**src/cccv_pkg.sv**
```systemverilog
// Package: shared types, codes and constants of the CC/CV charge controller.
`default_nettype none

package cccv_pkg;

  // Default build constants
  localparam int unsigned DUTY_MAX   = 2399;
  localparam int unsigned CELL_COUNT = 3;

  // Minimum internal duty width (width of the duty result field)
  localparam int unsigned DUTY_OUT_W = 12;

  // Configuration port geometry
  localparam int unsigned CFG_IDX_W  = 3;
  localparam int unsigned CFG_DATA_W = 13;

  localparam logic [6:0] PCT_FULL = 7'd100;

  // Register indexes
  typedef enum logic [CFG_IDX_W-1:0] {
    CFG_CURRENT_CAP   = 3'd0,
    CFG_PRECHARGE     = 3'd1,
    CFG_RECHARGE      = 3'd2,
    CFG_TOLERANCE     = 3'd3,
    CFG_DUTY_STEP     = 3'd4,
    CFG_START_DUTY    = 3'd5,
    CFG_TAPER         = 3'd6,
    CFG_CUTOFF        = 3'd7
  } cfg_idx_e;

  // Charge state, one-hot internally
  typedef enum logic [5:0] {
    M_FAULT = 6'b000001,
    M_PRE   = 6'b000010,
    M_CC    = 6'b000100,
    M_CV    = 6'b001000,
    M_DONE  = 6'b010000,
    M_RECH  = 6'b100000
  } mode_e;

  // Charge state codes as seen on the result word
  localparam logic [2:0] ST_FAULT = 3'd0;
  localparam logic [2:0] ST_PRE   = 3'd1;
  localparam logic [2:0] ST_CC    = 3'd2;
  localparam logic [2:0] ST_CV    = 3'd3;
  localparam logic [2:0] ST_DONE  = 3'd4;
  localparam logic [2:0] ST_RECH  = 3'd5;

  typedef enum logic [1:0] {
    FLT_NO_SRC = 2'd0,
    FLT_UNDER  = 2'd1,
    FLT_OVER   = 2'd2
  } fault_e;

  typedef struct packed {
    logic [12:0] current_cap_ma;
    logic [12:0] precharge_current_ma;
    logic [12:0] recharge_current_ma;
    logic [9:0]  current_tolerance_ma;
    logic [7:0]  duty_step;
    logic [11:0] start_duty;
    logic [12:0] taper_current_ma;
    logic [12:0] cutoff_current_ma;
  } cfg_t;

  typedef struct packed {
    logic [13:0] battery_mv;
    logic [15:0] charge_ma;
    logic        source_present;
    logic [12:0] negotiated_ma;
  } item_t;

  typedef struct packed {
    mode_e       mode;
    fault_e      fault;
    logic        running;
    logic [13:0] prior_mv;
    logic [6:0]  percent;
    logic        slow;
  } state_t;

  typedef struct packed {
    logic [2:0]  charge_state;
    logic [1:0]  fault_kind;
    logic [11:0] duty_value;
    logic        charger_on;
    logic [6:0]  charge_percent;
    logic        slow_tick;
  } result_t;

  function automatic logic [2:0] mode_code(mode_e m);
    logic [2:0] code;
    unique case (m)
      M_FAULT: code = ST_FAULT;
      M_PRE:   code = ST_PRE;
      M_CC:    code = ST_CC;
      M_CV:    code = ST_CV;
      M_DONE:  code = ST_DONE;
      M_RECH:  code = ST_RECH;
      default: code = ST_FAULT;
    endcase
    return code;
  endfunction

endpackage

`default_nettype wire

```
**src/cccv_in_if.sv**
```systemverilog
// Interface: tick word channel (sensed voltage, current, source, contract).
`default_nettype none

interface cccv_in_if;
  logic        valid;
  logic        ready;
  logic [13:0] battery_mv;
  logic [15:0] charge_ma;
  logic        source_present;
  logic [12:0] negotiated_ma;

  modport source (
    output valid, battery_mv, charge_ma, source_present, negotiated_ma,
    input  ready
  );

  modport sink (
    input  valid, battery_mv, charge_ma, source_present, negotiated_ma,
    output ready
  );
endinterface

`default_nettype wire

```
**src/cccv_out_if.sv**
```systemverilog
// Interface: result word channel (charge state, fault, duty, status).
`default_nettype none

interface cccv_out_if;
  logic        valid;
  logic        ready;
  logic [2:0]  charge_state;
  logic [1:0]  fault_kind;
  logic [11:0] duty_value;
  logic        charger_on;
  logic [6:0]  charge_percent;
  logic        slow_tick;

  modport source (
    output valid, charge_state, fault_kind, duty_value, charger_on,
           charge_percent, slow_tick,
    input  ready
  );

  modport sink (
    input  valid, charge_state, fault_kind, duty_value, charger_on,
           charge_percent, slow_tick,
    output ready
  );
endinterface

`default_nettype wire

```
**src/cccv_battery_charge_controller.sv**
```systemverilog
// Top level: CC/CV lithium charge controller with tick and result channels.
//
// Usage notes
// - item_i carries one control tick per word: battery_mv, charge_ma,
//   source_present, negotiated_ma. result_o returns one word per tick:
//   charge_state, fault_kind, duty_value, charger_on, charge_percent,
//   slow_tick. Both use valid/ready; a word moves when both are high.
// - A tick accepted on item_i is captured in the input register, then
//   evaluated and stored in the result register that drives result_o.
// - Throughput: one tick per cycle while result_o is not held off. The charge
//   state, duty and SoC registers update in the same cycle the tick leaves the
//   input register, so the next tick sees them right away.
// - Stall: if result_o is held off, the result register keeps its word and
//   one more tick can wait in the input register; item_i.ready then drops.
// - Reset (rst_ni low, async): state fault/no source, duty 0, charger off,
//   SoC 0, fast loop; configuration registers return to their defaults.
// - Configuration: write cfg_we_i/cfg_idx_i/cfg_data_i only while idle.
// - DutyMax sets the duty clamp and, when it needs more than 12 bits, its
//   register width; CellCount scales every pack voltage threshold.
`default_nettype none

module cccv_battery_charge_controller #(
  parameter int unsigned DutyMax   = cccv_pkg::DUTY_MAX,
  parameter int unsigned CellCount = cccv_pkg::CELL_COUNT
) (
  input  wire logic                            clk_i,
  input  wire logic                            rst_ni,
  cccv_in_if.sink                              item_i,
  cccv_out_if.source                           result_o,
  input  wire logic                            cfg_we_i,
  input  wire logic [cccv_pkg::CFG_IDX_W-1:0]  cfg_idx_i,
  input  wire logic [cccv_pkg::CFG_DATA_W-1:0] cfg_data_i
);

  localparam int unsigned DutyBits = $clog2(DutyMax + 1);
  localparam int unsigned DutyW    = (DutyBits > cccv_pkg::DUTY_OUT_W) ?
                                     DutyBits : cccv_pkg::DUTY_OUT_W;

  cccv_pkg::cfg_t    cfg;
  cccv_pkg::item_t   item_q;
  logic              in_vld_q, in_vld_d;
  logic              out_vld_q, out_vld_d;
  logic              take_in, advance;
  cccv_pkg::state_t  st_q, st_d;
  logic [DutyW-1:0]  duty_q, duty_d;
  cccv_pkg::result_t res_q;

  cccv_cfg_regs u_cfg (
    .clk_i      (clk_i),
    .rst_ni     (rst_ni),
    .cfg_we_i   (cfg_we_i),
    .cfg_idx_i  (cfg_idx_i),
    .cfg_data_i (cfg_data_i),
    .cfg_o      (cfg)
  );

  // Handshake: input register frees when its word moves to the result reg
  assign advance      = in_vld_q && (!out_vld_q || result_o.ready);
  assign item_i.ready = !in_vld_q || advance;
  assign take_in      = item_i.valid && item_i.ready;
  assign in_vld_d     = take_in || (in_vld_q && !advance);
  assign out_vld_d    = advance || (out_vld_q && !result_o.ready);

  always_ff @(posedge clk_i or negedge rst_ni) begin
    if (!rst_ni) begin
      in_vld_q  <= 1'b0;
      out_vld_q <= 1'b0;
    end else begin
      in_vld_q  <= in_vld_d;
      out_vld_q <= out_vld_d;
    end
  end

  // Input word register
  always_ff @(posedge clk_i) begin
    if (take_in) begin
      item_q.battery_mv     <= item_i.battery_mv;
      item_q.charge_ma      <= item_i.charge_ma;
      item_q.source_present <= item_i.source_present;
      item_q.negotiated_ma  <= item_i.negotiated_ma;
    end
  end

  cccv_step #(
    .DutyMax   (DutyMax),
    .CellCount (CellCount),
    .DutyW     (DutyW)
  ) u_step (
    .cfg_i  (cfg),
    .item_i (item_q),
    .st_i   (st_q),
    .duty_i (duty_q),
    .st_o   (st_d),
    .duty_o (duty_d)
  );

  // Controller state, updated once per evaluated tick
  always_ff @(posedge clk_i or negedge rst_ni) begin
    if (!rst_ni) begin
      st_q.mode     <= cccv_pkg::M_FAULT;
      st_q.fault    <= cccv_pkg::FLT_NO_SRC;
      st_q.running  <= 1'b0;
      st_q.prior_mv <= '0;
      st_q.percent  <= '0;
      st_q.slow     <= 1'b0;
      duty_q        <= '0;
    end else if (advance) begin
      st_q   <= st_d;
      duty_q <= duty_d;
    end
  end

  // Result word register
  always_ff @(posedge clk_i) begin
    if (advance) begin
      res_q.charge_state   <= cccv_pkg::mode_code(st_d.mode);
      res_q.fault_kind     <= st_d.fault;
      res_q.duty_value     <= duty_d[cccv_pkg::DUTY_OUT_W-1:0];
      res_q.charger_on     <= st_d.running;
      res_q.charge_percent <= st_d.percent;
      res_q.slow_tick      <= st_d.slow;
    end
  end

  assign result_o.valid          = out_vld_q;
  assign result_o.charge_state   = res_q.charge_state;
  assign result_o.fault_kind     = res_q.fault_kind;
  assign result_o.duty_value     = res_q.duty_value;
  assign result_o.charger_on     = res_q.charger_on;
  assign result_o.charge_percent = res_q.charge_percent;
  assign result_o.slow_tick      = res_q.slow_tick;

endmodule

`default_nettype wire

```
**src/cccv_cfg_regs.sv**
```systemverilog
// Configuration register file of the charge controller.
`default_nettype none

module cccv_cfg_regs (
  input  wire logic                               clk_i,
  input  wire logic                               rst_ni,
  input  wire logic                               cfg_we_i,
  input  wire logic [cccv_pkg::CFG_IDX_W-1:0]     cfg_idx_i,
  input  wire logic [cccv_pkg::CFG_DATA_W-1:0]    cfg_data_i,
  output cccv_pkg::cfg_t                          cfg_o
);

  cccv_pkg::cfg_t cfg_q, cfg_d;

  always_comb begin
    cfg_d = cfg_q;
    if (cfg_we_i) begin
      unique case (cccv_pkg::cfg_idx_e'(cfg_idx_i))
        cccv_pkg::CFG_CURRENT_CAP: cfg_d.current_cap_ma       = cfg_data_i[12:0];
        cccv_pkg::CFG_PRECHARGE:   cfg_d.precharge_current_ma = cfg_data_i[12:0];
        cccv_pkg::CFG_RECHARGE:    cfg_d.recharge_current_ma  = cfg_data_i[12:0];
        cccv_pkg::CFG_TOLERANCE:   cfg_d.current_tolerance_ma = cfg_data_i[9:0];
        cccv_pkg::CFG_DUTY_STEP:   cfg_d.duty_step            = cfg_data_i[7:0];
        cccv_pkg::CFG_START_DUTY:  cfg_d.start_duty           = cfg_data_i[11:0];
        cccv_pkg::CFG_TAPER:       cfg_d.taper_current_ma     = cfg_data_i[12:0];
        cccv_pkg::CFG_CUTOFF:      cfg_d.cutoff_current_ma    = cfg_data_i[12:0];
      endcase
    end
  end

  always_ff @(posedge clk_i or negedge rst_ni) begin
    if (!rst_ni) begin
      cfg_q.current_cap_ma       <= 13'd1500;
      cfg_q.precharge_current_ma <= 13'd200;
      cfg_q.recharge_current_ma  <= 13'd500;
      cfg_q.current_tolerance_ma <= 10'd50;
      cfg_q.duty_step            <= 8'd3;
      cfg_q.start_duty           <= 12'd850;
      cfg_q.taper_current_ma     <= 13'd200;
      cfg_q.cutoff_current_ma    <= 13'd150;
    end else begin
      cfg_q <= cfg_d;
    end
  end

  assign cfg_o = cfg_q;

endmodule

`default_nettype wire

```
**src/cccv_step.sv**
```systemverilog
// Next-state logic for one control tick: state decision, SoC and duty loop.
`default_nettype none

module cccv_step #(
  parameter int unsigned DutyMax   = cccv_pkg::DUTY_MAX,
  parameter int unsigned CellCount = cccv_pkg::CELL_COUNT,
  parameter int unsigned DutyW     = cccv_pkg::DUTY_OUT_W
) (
  input  wire cccv_pkg::cfg_t     cfg_i,
  input  wire cccv_pkg::item_t    item_i,
  input  wire cccv_pkg::state_t   st_i,
  input  wire logic [DutyW-1:0]   duty_i,
  output cccv_pkg::state_t        st_o,
  output logic [DutyW-1:0]        duty_o
);

  // Pack voltage thresholds
  localparam logic [15:0] VMin    = 16'(CellCount * 2600);
  localparam logic [15:0] VMax    = 16'(CellCount * 4200);
  localparam logic [15:0] VRech   = 16'(CellCount * 4050);
  localparam logic [15:0] VCcMin  = 16'(CellCount * 3000);
  localparam logic [15:0] VCv     = 16'(CellCount * 4100);
  localparam logic [15:0] VBad    = 16'(CellCount * 4620);
  localparam logic [15:0] VCcLo   = 16'(CellCount * 3000 + 50);
  localparam logic [15:0] VCcHi   = 16'(CellCount * 4100 - 50);
  localparam logic [15:0] VFull   = 16'(CellCount * 4200 - 25);
  localparam logic [15:0] VRechLo = VRech - 16'd75;
  // SoC = (v - VMin) * 100 / (1600 * cells) = ((v - VMin) >> 4) / cells
  localparam logic [11:0] Recip   = 12'((2048 + CellCount - 1) / CellCount);
  localparam logic [DutyW:0] DutyCap = (DutyW + 1)'(DutyMax);

  logic [15:0]      v16, vin16, pv16;
  logic [15:0]      dlt;
  logic [8:0]       quo;
  logic [20:0]      prod;
  logic [6:0]       soc;
  cccv_pkg::mode_e  m;
  cccv_pkg::fault_e f;
  logic             run, slow;
  logic [13:0]      pv;
  logic [DutyW-1:0] d1;
  logic [DutyW:0]   dw, dsum, sub1, sub2;
  logic [DutyW-1:0] amt1, amt2;
  logic [12:0]      maxc;
  logic [16:0]      chg17, tol17, tgt17, rch17;
  logic             lo_a, hi_a, lo_r, hi_r, below_cut;

  assign v16   = {2'b00, st_i.prior_mv};
  assign vin16 = {2'b00, item_i.battery_mv};
  assign dlt   = v16 - VMin;
  assign quo   = dlt[12:4];
  assign prod  = quo * Recip;
  assign chg17 = {1'b0, item_i.charge_ma};
  assign tol17 = {7'd0, cfg_i.current_tolerance_ma};
  assign rch17 = {4'd0, cfg_i.recharge_current_ma};
  assign amt1  = DutyW'(cfg_i.duty_step);
  assign amt2  = DutyW'({cfg_i.duty_step, 1'b0});

  always_comb begin
    m    = st_i.mode;
    f    = st_i.fault;
    run  = st_i.running;
    slow = st_i.slow;
    d1   = duty_i;

    // State of charge from the previous voltage, never falling
    if (v16 <= VMin) begin
      soc = '0;
    end else if (v16 > VMax) begin
      soc = cccv_pkg::PCT_FULL;
    end else begin
      soc = prod[17:11];
    end
    if (m == cccv_pkg::M_DONE) begin
      soc = cccv_pkg::PCT_FULL;
    end

    // Charge state decision from the previous voltage
    if (item_i.source_present) begin
      priority if (v16 > VMin && v16 < VCcMin) begin
        m = cccv_pkg::M_PRE;
      end else if (v16 >= VCcLo && v16 < VCcHi && m != cccv_pkg::M_DONE) begin
        if (m != cccv_pkg::M_CC) slow = 1'b0;
        m = cccv_pkg::M_CC;
      end else if (m != cccv_pkg::M_DONE && v16 >= VCv &&
                   item_i.charge_ma > {3'd0, cfg_i.taper_current_ma}) begin
        if (m != cccv_pkg::M_CV) slow = 1'b1;
        m = cccv_pkg::M_CV;
      end else if (v16 >= VFull &&
                   item_i.charge_ma <= {3'd0, cfg_i.taper_current_ma}) begin
        slow = 1'b1;
        m    = cccv_pkg::M_DONE;
      end else if (m == cccv_pkg::M_DONE && v16 <= VRechLo) begin
        slow = 1'b1;
        m    = cccv_pkg::M_RECH;
      end else if (v16 < VMin) begin
        m = cccv_pkg::M_FAULT;
        f = cccv_pkg::FLT_UNDER;
      end else if (v16 > VMax) begin
        m = cccv_pkg::M_FAULT;
        f = cccv_pkg::FLT_OVER;
      end else begin
        m = m;  // boundary voltage: hold
      end
    end else begin
      m = cccv_pkg::M_FAULT;
      f = cccv_pkg::FLT_NO_SRC;
    end

    // Power stage enable
    if (m == cccv_pkg::M_FAULT || m == cccv_pkg::M_DONE) begin
      run = 1'b0;
      d1  = '0;
    end else if (!run) begin
      run = 1'b1;
      d1  = DutyW'(cfg_i.start_duty);
    end

    // Implausible reading stored as zero
    pv   = (vin16 > VBad) ? 14'd0 : item_i.battery_mv;
    pv16 = {2'b00, pv};

    // Current reference loop
    maxc = (item_i.negotiated_ma > cfg_i.current_cap_ma) ?
           cfg_i.current_cap_ma : item_i.negotiated_ma;
    if (m == cccv_pkg::M_PRE) maxc = cfg_i.precharge_current_ma;
    tgt17 = {4'd0, maxc};
    // Band edges as chg + tol < tgt and chg > tgt + tol: no sign needed
    lo_a = (chg17 + tol17) < tgt17;
    hi_a = chg17 > (tgt17 + tol17);
    lo_r = (chg17 + tol17) < rch17;
    hi_r = chg17 > (rch17 + tol17);
    below_cut = item_i.charge_ma < {3'd0, cfg_i.cutoff_current_ma};

    dsum = {1'b0, d1} + (DutyW + 1)'(cfg_i.duty_step);
    sub1 = (d1 > amt1) ? {1'b0, d1 - amt1} : '0;
    sub2 = (d1 > amt2) ? {1'b0, d1 - amt2} : '0;
    dw   = {1'b0, d1};

    priority if (m == cccv_pkg::M_CC || m == cccv_pkg::M_PRE ||
                 (m == cccv_pkg::M_CV && below_cut)) begin
      if (lo_a) dw = dsum;
      else if (hi_a) dw = sub1;
    end else if (m == cccv_pkg::M_CV) begin
      if (pv16 >= VFull) dw = sub2;
    end else if (m == cccv_pkg::M_RECH) begin
      if (lo_r) dw = dsum;
      else if (hi_r) dw = sub2;
      else m = cccv_pkg::M_CV;
    end else begin
      dw = '0;
    end

    duty_o = (dw > DutyCap) ? DutyCap[DutyW-1:0] : dw[DutyW-1:0];

    st_o.mode     = m;
    st_o.fault    = f;
    st_o.running  = run;
    st_o.prior_mv = pv;
    st_o.percent  = (soc > st_i.percent) ? soc : st_i.percent;
    st_o.slow     = slow;
  end

endmodule

`default_nettype wire
```
**src/flat_wrapper.sv**
```systemverilog
// flat-port wrapper written by rule: the top's interface ports become plain ports
module cccv_battery_charge_controller_flat 
#(
  parameter int unsigned DutyMax   = cccv_pkg::DUTY_MAX,
  parameter int unsigned CellCount = cccv_pkg::CELL_COUNT
)
  (clk_i, rst_ni, cfg_we_i, cfg_idx_i, cfg_data_i, item_i_valid, item_i_battery_mv, item_i_charge_ma, item_i_source_present, item_i_negotiated_ma, item_i_ready, result_o_valid, result_o_charge_state, result_o_fault_kind, result_o_duty_value, result_o_charger_on, result_o_charge_percent, result_o_slow_tick, result_o_ready);
  cccv_in_if item_i_i ();
  cccv_out_if result_o_i ();
  input  wire logic clk_i;
  input  wire logic rst_ni;
  input  wire logic cfg_we_i;
  input  wire logic [cccv_pkg::CFG_IDX_W-1:0] cfg_idx_i;
  input  wire logic [cccv_pkg::CFG_DATA_W-1:0] cfg_data_i;
  input wire logic [$bits(item_i_i.valid)-1:0] item_i_valid;
  input wire logic [$bits(item_i_i.battery_mv)-1:0] item_i_battery_mv;
  input wire logic [$bits(item_i_i.charge_ma)-1:0] item_i_charge_ma;
  input wire logic [$bits(item_i_i.source_present)-1:0] item_i_source_present;
  input wire logic [$bits(item_i_i.negotiated_ma)-1:0] item_i_negotiated_ma;
  output wire logic [$bits(item_i_i.ready)-1:0] item_i_ready;
  output wire logic [$bits(result_o_i.valid)-1:0] result_o_valid;
  output wire logic [$bits(result_o_i.charge_state)-1:0] result_o_charge_state;
  output wire logic [$bits(result_o_i.fault_kind)-1:0] result_o_fault_kind;
  output wire logic [$bits(result_o_i.duty_value)-1:0] result_o_duty_value;
  output wire logic [$bits(result_o_i.charger_on)-1:0] result_o_charger_on;
  output wire logic [$bits(result_o_i.charge_percent)-1:0] result_o_charge_percent;
  output wire logic [$bits(result_o_i.slow_tick)-1:0] result_o_slow_tick;
  input wire logic [$bits(result_o_i.ready)-1:0] result_o_ready;
  assign item_i_i.valid = item_i_valid;
  assign item_i_i.battery_mv = item_i_battery_mv;
  assign item_i_i.charge_ma = item_i_charge_ma;
  assign item_i_i.source_present = item_i_source_present;
  assign item_i_i.negotiated_ma = item_i_negotiated_ma;
  assign item_i_ready = item_i_i.ready;
  assign result_o_valid = result_o_i.valid;
  assign result_o_charge_state = result_o_i.charge_state;
  assign result_o_fault_kind = result_o_i.fault_kind;
  assign result_o_duty_value = result_o_i.duty_value;
  assign result_o_charger_on = result_o_i.charger_on;
  assign result_o_charge_percent = result_o_i.charge_percent;
  assign result_o_slow_tick = result_o_i.slow_tick;
  assign result_o_i.ready = result_o_ready;
  cccv_battery_charge_controller #(.DutyMax(DutyMax), .CellCount(CellCount)) u_core (.clk_i(clk_i), .rst_ni(rst_ni), .item_i(item_i_i), .result_o(result_o_i), .cfg_we_i(cfg_we_i), .cfg_idx_i(cfg_idx_i), .cfg_data_i(cfg_data_i));
endmodule
```
**config.mk**
```make
export PLATFORM = sky130hd
export DESIGN_NAME = cccv_battery_charge_controller_flat
export DESIGN_NICKNAME = d
export VERILOG_FILES = /design/src/cccv_pkg.sv /design/src/cccv_in_if.sv /design/src/cccv_out_if.sv /design/src/cccv_battery_charge_controller.sv /design/src/cccv_cfg_regs.sv /design/src/cccv_step.sv /design/src/flat_wrapper.sv
export SDC_FILE = /design/constraint.sdc
export NUM_CORES = 1
export LEC_CHECK = 0
export BUFFER_PORTS_ARGS = -buffer_cell sky130_fd_sc_hd__buf_2
export CAP_MARGIN = 20
export CORE_MARGIN = 5
export CORE_UTILIZATION = 30
export CTS_CLUSTER_SIZE = 20
export DETAILED_ROUTE_END_ITERATION = 8
export PLACE_DENSITY = 0.46
export SKIP_LAST_GASP = 1
export SLEW_MARGIN = 20
export SYNTH_ARGS = -nofsm -noshare
export SYNTH_HDL_FRONTEND = slang
export SYNTH_SLANG_ARGS = --single-unit
```
**constraint.sdc**
```tcl
create_clock -name clk_i -period 11.6 [get_ports clk_i]
set_input_delay 1.16 -clock clk_i [delete_from_list [all_inputs] [get_ports clk_i]]
set_output_delay 1.16 -clock clk_i [all_outputs]
set_load 0.005 [all_outputs]
```
* Word-level counts from Yosys, hierarchy flattened
Index checks and enable logic that the tools add are counted. Widths: inputs -> output; s select.
Word-level totals: flip-flop bits (word level) 210, bits in latches 0, bits in writable memories 0, memory bits (read-only) 0, bits of input ports 65, logic and storage cells 164, memories kept 0
Operators by class: add/sub/neg operators 7, multipliers 1, div/mod/pow operators 0, magnitude comparators 24, eq/ne operators 22, shifts and indexed selects 0, mux-type cells 51, bitwise gates (word level) 0, reductions and logical operators 32
Operator list (number):
- $mux 12 | 8
- $mux 13 | 7
- $mux 6 | 13
- $ge 14x14->1 const B | 4
- $lt 17x13->1 | 2
- $gt 16x14->1 | 2
- $add 13x10->14 | 2
- $gt 14x14->1 const B | 2
- $lt 14x14->1 const B | 2
- $mux 7 | 4
- $eq 6x5->1 const B | 3
- $mul 9x10->18 const B | 1
- $add 16x10->17 | 1
- $gt 16x13->1 | 1
- $le 16x13->1 | 1
- $lt 16x13->1 | 1
- $mux 2 | 8
- $reduce_and 2->1 | 8
- $pmux 3 s5 | 1
- $gt 14x13->1 const B | 1
- $le 14x13->1 const B | 1
- $le 14x14->1 const B | 1
- $lt 14x13->1 const B | 1
- $mux 14 | 1
- 25 further kinds | 61

* Depth between registers and ports, before layout
Gate-level depths: netlist of the first run.
depth in word-level cells 21, mapped depth 42, gate-level depth less buffers 39

* Hierarchy
Synthesis of the first run repeated with hierarchy kept, for this count alone.
Unflattened totals: cells, all modules 1631, area, all modules 16747.3 µm²
By module, submodules not included:
- cccv_step | instances 1, cells an instance 1247, area an instance 9233.9 µm², seq. area each 0.0 µm²
- cccv_battery_charge_controller | instances 1, cells an instance 178, area an instance 3873.7 µm², seq. area each 3229.3 µm²
- cccv_cfg_regs | instances 1, cells an instance 206, area an instance 3639.7 µm², seq. area each 2418.6 µm²

* Least setup slack after synthesis of the first run
Ideal clock, no wire load.
path kind flip-flop to flip-flop, start point register u_core.item_q[25] in the netlist's numbering, end point register u_core.duty_q[2], setup time 0.134 ns, data arrival time 8.138 ns, path slack 3.328 ns, cell stages (with the launch flop) 39, clock period less this slack 8.272 ns, path through edfxtp_1 > ha_1 > a21oi_1 > o22ai_1 > or3_1 > o31a_1 > a21boi_2 > a41oi_2 > nor2_1 > and3_1 > clkbuf_1 > clkbuf_1 > o21ai_0 > fa_1 > a21oi_1 > nor2_1 > nor2_1 > o21bai_1 > [... 3 more ...] > o21bai_1 > a21oi_1 > nor3_1 > xnor2_1 > ha_1 > a21o_1 > a2111oi_0 > nand2_1 > o31ai_1 > clkbuf_1 > or2_2 > nor4_1 > o32ai_1 > o221ai_1 > a22oi_1 > nand4_1 > o31ai_4 > a21oi_1
On the way: cells in the longest elaborated chain, start to end 19, elaborated cells between the ends (all ways) 45, those cells by class 5 x add/sub; 10 x order compare; 6 x eq/ne; 18 x mux; 6 x reduce/logical
RTL lines:
- start, declared | RTL line cccv_battery_charge_controller.sv:40 | cccv_pkg::item_t item_q;
- parallel branches: the longest is 16 deep, another holds $le 16x13->1
- $mux 13 (*) | RTL line cccv_step.sv:140 | priority if (m == cccv_pkg::M_CC || m == cccv_pkg::M_PRE ||
- $gt 13x12->1 | RTL line cccv_step.sv:154 | duty_o = (dw > DutyCap) ? DutyCap[DutyW-1:0] : dw[DutyW-1:0];
- $mux 12 (*) | RTL line cccv_step.sv:154
- end signal, assigned | RTL line cccv_battery_charge_controller.sv:109 | duty_q <= duty_d;
- end, declared | RTL line cccv_battery_charge_controller.sv:45 | logic [DutyW-1:0] duty_q, duty_d;
Mark *: on every way between the ends. A chain may end at the register's enable or synchronous reset.

* Final worst setup path of the first run
start point register u_core.item_q[24] in the netlist's numbering, end point register u_core.duty_q[0]
The elaborated chain is that of the path after synthesis.

==> results of run 1 <==
==> logic make-up after synthesis <==
group / synth area share
AO/OA/AOI/OAI: 0.184
XOR/XNOR: 0.0328
adder cells (fa/ha/maj): 0.179
buffers and inverters: 0.0524
flip-flops: 0.347
multiplexers: 0.0669
AND/OR/NAND/NOR: 0.138
==> worst max-delay path: cells and delay by family (launching register included) <==
kind | cells | cell delay, ps
XOR/XNOR | 1 | 150
AND/OR/NAND/NOR | 10 | 2410
AO/OA/AOI/OAI | 20 | 5280
adder cells (fa/ha/maj) | 3 | 1160
buffers and inverters | 1 | 260
flip-flops | 1 | 530
==> synth_stat cells (all sizes together) (28+ instances only) <==
cell type,count
inv,170
mux2,80
ha,192
o21ai,128
dfstp,34
nor3,29
dfrtp,106
a21o,38
a21oi,132
nor2,109
clkbuf,39
edfxtp,70
xnor2,47
nand2,158
nand3,28
==> cell usage in the layout (no fill, tap or decap), types with 6 or more instances in the layout <==
cell type and n:
o21bai_1 17, nor4_1 11, buf_2 91, nand2b_1 13, o31a_1 6, nor2_1 107
nand3_1 28, fa_1 26, nor3_1 27, clkbuf_1 10, a211oi_1 17, buf_4 12
xnor2_1 47, o31ai_1 9, o21ai_0 116, and4_1 9, nand2_1 158, edfxtp_1 70
o21ai_1 10, or3_1 12, ha_1 192, o211ai_1 12, mux2_2 80, and3_1 12
inv_1 168, xor2_1 14, o21a_1 15, clkbuf_16 28, a21oi_1 129, and2_1 6
or2_2 6, nor2b_1 21, nand4b_1 6, dfrtp_1 106, nand4_1 20, mux2i_1 19
a22o_1 11, a21o_1 38, dfstp_2 34
==> metal layers <==
layer  routed length (µm)  vias up  GRT usage
met5                   12        -          0
met3                 2210       76     0.0266
met4                 1460        2     0.0441
met1                23400     6298      0.227
li1                     -     6410          -
met2                23500      304      0.281
==> power breakdown <==
group	total, mW	internal [mW]	switching [mW]	leakage, nW
Combinational	2.48	1.06	1.43	5.44
Clock	0.835	0.488	0.346	0.427
Sequential	1.05	0.933	0.121	2.36
==> state kept, by name, indices dropped and copies added (netlist names) <==
signal                          flops
u_core.result_o.charger_on          1
u_core.result_o.charge_state        3
u_core.st_q                        31
u_core.result_o.slow_tick           1
u_core.result_o.duty_value         12
u_core.duty_q                      12
u_core.u_cfg.cfg_o                 95
u_core.item_q                      44
u_core.in_vld_q                     1
u_core.result_o.fault_kind          2
u_core.result_o.charge_percent      7
u_core.result_o.valid               1
==> area by class of cell <==
class,count,area (µm²)
diodes,1,2.50
clock buffers,41,779
repair buffers,104,557
clock inverters,11,98.8
flip-flops and latches,210,5650
well taps,696,871
multi-input cells,1303,9820
fillers,5562,35400
inverters,171,642
==> worst max path at each step <==
stage                      startpoint          endpoint  slack [ps]  cells after the start
floorplan           u_core.item_q[25]  u_core.duty_q[2]        3330                     38
global placement    u_core.item_q[24]  u_core.duty_q[3]        2120                     35
detailed placement  u_core.item_q[26]  u_core.duty_q[1]        1750                     35
CTS                 u_core.item_q[26]  u_core.duty_q[0]        1690                     35
global route        u_core.item_q[25]  u_core.duty_q[0]         880                     36
finish              u_core.item_q[24]  u_core.duty_q[0]        1630                     35
==> per-stage QoR <==
step | instances | cell area, µm² | utilization
after floorplan | 1736 | 16300 | -
after global placement | 2484 | 17500 | 0.326
after detailed placement | 2484 | 17500 | 0.326
after CTS | 2536 | 18400 | 0.342
after global routing | 2536 | 18400 | 0.342
final | 2537 | 18400 | 0.342
==> flow_metrics.py, run 1 <==
metrics = {
    "route": {
        "vias_per_cell": 5.16,
        "drt-pass1-iter-count": 5,
        "drtIter0Drc": 845,
        "detail_route.wl_per_cell_um": 19.9,
        "via_count": 13100,
        "ant_nets": 0,
        "drc": 0,
        "totalWireLength_um": 50600,
    },
    "die": {
        "start_util": 0.303,
        "rows": 85,
        "fp.dieH_um": 243,
        "die_width_um": 243,
        "io_pins": 93,
        "core_area_um2": 53800,
        "die-area_um2": 59100,
    },
    "clock_network": {
        "clkLatencyLatePin_ps": 570,
        "h-tree-depth": 1,
        "post_cts_resize_count": 0,
        "path_clk_slew_ps": 60,
        "cts_hold_buf": 0,
        "clk_path_buf_depth": 3,
        "cts_tree": "built",
        "cts-root-buf": "clkbuf_16",
        "cts_setup_buffers": 0,
        "numCtsBuffers": 28,
        "clock-sinks": 210,
    },
    "sta": {
        "setup_viol_count_final": 0,
        "tns_ps": 0,
        "grt_setup_unrepaired": "false",
        "fin_skew_ps": 25.5,
        "fmax_mhz": 100,
        "worst_slack_ps": 1630,
        "slew_headroom": 0.297,
        "tightest_slew_ps": 1050,
        "final_max_slew_viol_count": 0,
        "period_minus_slack_ps": 9970,
        "hold_viol": 0,
        "hold_slack_ps": 480,
        "period_share": 0.859,
    },
    "grt": {
        "grt_pass1_wl_um": 79200,
        "grt_max_degree": 72,
        "grt_pass1_vias": 13300,
        "antenna_found_initial": 2,
        "grt_overflow_total": 0,
        "grt_use_total": 0.168,
    },
    "power_and_ir_drop": {
        "leakagePower_nw": 8.23,
        "power.total_mw": 4.37,
        "ir_drop_v": 0.000114,
        "power_density_nw_per_um2": 237,
    },
    "setup_path": {
        "worst_setup_path_end_kind": "register",
        "max_stage_delay_ps": 710,
        "reg2reg_from": "u_core.item_q[24]",
        "crit_top_cell": "a21oi_1",
        "ff2ff_path_depth": 35,
        "startpoint_type": "register",
        "reg2reg_slack_ps": 1630,
        "cp_slowest_cell": "and3_1",
        "critPathKind": "reg2reg",
        "rr_endpoint": "u_core.duty_q[0]",
        "cp_max_fo": 24,
        "worstPathArrival_ps": 10380,
        "crit_required_ps": 12010,
    },
    "outcome": {
        "status": "complete, no violations",
    },
    "placed_design": {
        "numPortBuffers": 92,
        "gp_congestion": 0.908,
        "dpl.hpwl_um": 39800,
        "pre_cts_ws_ps": 1750,
    },
    "synthesis": {
        "synth-async-reset-ratio": 0.667,
        "syn_inst": 1736,
        "yosys_warnings": 0,
        "synth_enable_flop_cells": 70,
        "yosysSeqAreaShare": 0.347,
        "synth.distinct_cells": 92,
        "synth_top_area_frac": 0.163,
        "yosys_register_bits": 210,
        "yosys-top-cells-area": "dfrtp_1, ha_1, edfxtp_1",
        "syn-num-nets": 2019,
        "avgSynthCellArea_um2": 9.39,
        "synth_flop_cell": "dfrtp_1",
        "yosys.area.top_type": "dfrtp_1",
        "synthesis.area_um2": 16300,
    },
    "layout": {
        "layout-drive-gt1-share": 0.160,
        "area_delta_synth_final_pct": 13.0,
        "finalNetCount": 2101,
    },
    "hold_path": {
        "worstHoldPathType": "reg2reg",
        "holdPathStages": 2,
        "min_to": "u_core.st_q[23]",
        "hp-start": "u_core.st_q[23]",
    },
    "flow_run": {
        "max_cap_violations": 0,
    },
}
(Power assumes the default switching activity.)
==> run 2, diff against run 1 <==
- CORE_UTILIZATION: 30 -> 40
- PLACE_DENSITY: 0.46 -> 0.57
==> run 2 against run 1 <==
Global-route usage grew 3.9 points. Utilization grew 11 points. Fmax grew 0.38%. Sequential share of layout area grew 0.33 points. Via count grew 0.68%. Hold slack gained 4.3 ps. Combinational power is essentially flat. Critical endpoint is now u_core.duty_q[3]. Largest cell class unchanged. Highest routed layer unchanged.
==> flow_metrics.py, run 2 (synthesis gave the netlist of run 1 again) <==
metrics = {
    "setup_path": {
        "crit_top_cell": "a21oi_1",
        "worst_setup_path_end_kind": "register",
        "cp_max_fo": 24,
        "critPathKind": "reg2reg",
        "cp_slowest_cell": "and3_1",
        "worstPathArrival_ps": 10340,
        "startpoint_type": "register",
        "max_stage_delay_ps": 720,
        "crit_required_ps": 12010,
        "reg2reg_slack_ps": 1670,
    },
    "grt": {
        "grt_pass1_vias": 13200,
        "grt_overflow_total": 0,
        "antenna_found_initial": 1,
        "grt_max_degree": 79,
        "grt_use_total": 0.207,
        "grt_pass1_wl_um": 73900,
    },
    "power_and_ir_drop": {
        "power_density_nw_per_um2": 239,
        "clkPwrFrac": 0.196,
        "leakagePower_nw": 8.24,
        "power_frac_comb": 0.563,
        "ir_drop_v": 0.000135,
        "p_switching_mw": 1.85,
        "p_int_mw": 2.51,
        "power_frac_seq": 0.242,
        "swShare": 0.423,
    },
    "sta": {
        "fmax_mhz": 101,
        "period_share": 0.856,
        "period_minus_slack_ps": 9930,
        "setup_viol_count_final": 0,
        "tightest_slew_ps": 979,
        "slew_headroom": 0.344,
        "hold_slack_ps": 484,
        "grt_setup_unrepaired": "false",
        "hold_viol": 0,
        "fin_skew_ps": 15.5,
        "tns_ps": 0,
        "final_max_slew_viol_count": 0,
    },
    "layout": {
        "nFillCells": 3962,
        "largest_reg_flops": 95,
        "area_delta_synth_final_pct": 11.8,
        "num_antenna_cells": 0,
        "seqCellArea_um2": 5650,
        "final_cell_mix": "ha_1, inv_1, nand2_1",
        "multiInputGateArea_um2": 9820,
        "final_common_cell": "ha_1",
        "layout-drive-gt1-share": 0.158,
        "finalNetCount": 2099,
    },
    "route": {
        "ant_nets": 0,
        "totalWireLength_um": 46800,
        "via_count": 13200,
        "drtIter0Drc": 880,
        "vias_per_cell": 5.57,
        "drt-pass1-iter-count": 6,
        "detail_route.wl_per_cell_um": 19.7,
        "drc": 0,
    },
    "placed_design": {
        "numPortBuffers": 92,
        "gp_congestion": 0.940,
        "dpl.hpwl_um": 36700,
    },
    "die": {
        "die-area_um2": 44900,
        "start_util": 0.402,
        "io_pins": 93,
        "core_area_um2": 40600,
        "rows": 74,
        "fp.dieH_um": 212,
        "die_width_um": 212,
    },
    "clock_network": {
        "clk_path_buf_depth": 3,
        "cts_setup_buffers": 0,
        "post_cts_resize_count": 0,
        "cts-root-buf": "clkbuf_16",
        "cts_hold_buf": 0,
        "clkLatencyLatePin_ps": 550,
        "h-tree-depth": 1,
        "clock-sinks": 210,
        "cts_tree": "built",
        "path_clk_slew_ps": 70,
        "numCtsBuffers": 26,
    },
    "hold_path": {
        "worstHoldPathType": "reg2reg",
    },
    "flow_run": {
        "max_cap_violations": 0,
    },
    "outcome": {
        "status": "complete, no violations",
    },
}
run 2: path summary, 6_finish.rpt:
check | startpoint | to | cells after the start
setup reg to reg | u_core.item_q[25] | u_core.duty_q[3] | 35
hold reg to reg | u_core.st_q[23] | u_core.st_q[23] | 2
max in group asynchronous | rst_ni | u_core.u_cfg.cfg_o[26] | 2
setup / recovery | u_core.item_q[25] | u_core.duty_q[3] | 35
min in group asynchronous | rst_ni | u_core.st_q[12] | 1
hold / removal | u_core.st_q[23] | u_core.st_q[23] | 2
run 2: stage by stage:
step	worst slack (ps)	area, µm²	std cells	util	total power [mW]
4_1_cts	1730	18200	2367	0.449	4.40
6_report	1670	18200	2368	0.449	4.36
5_1_grt	726	18200	2368	0.449	4.80
3_3_place_gp	2080	17300	2319	0.427	3.48
3_5_place_dp	1750	17300	2319	0.427	3.52
2_1_floorplan	3330	16300	1736	-	2.90
run 2: area by class of cell:
| cell class | instances | area share |
|---|---|---|
| multi-input combinational | 1303 | 0.539 |
| sequential | 210 | 0.310 |
| clock buffer | 35 | 0.0398 |
| tap | 532 | 0.0365 |
| inverter | 171 | 0.0352 |
| timing repair buffer | 104 | 0.0306 |
| clock inverter | 13 | 0.00913 |
run 2: layer usage:
metal	track usage	wire, µm
met1	0.278	21200
met5	0	7
met3	0.0228	2040
met4	0.0558	1380
met2	0.355	22100
run 2: power by group through the flow:
stage               Clock (mW)  Sequential (mW)  Combinational [mW]
floorplan                    0             1.01                1.89
global placement             0             1.06                2.42
detailed placement           0             1.06                2.46
CTS                      0.875             1.05                2.47
global route             0.901             1.07                2.83
finish                   0.854             1.05                2.45
run 2: critical path: cells and delay by family, from the launching register on:
family / cells / cell delay [ps]
AO/OA/AOI/OAI: 20 / 5250
AND/OR/NAND/NOR: 10 / 2390
adder cells (fa/ha/maj): 3 / 1190
flip-flops: 1 / 530
buffers and inverters: 1 / 270
XOR/XNOR: 1 / 150
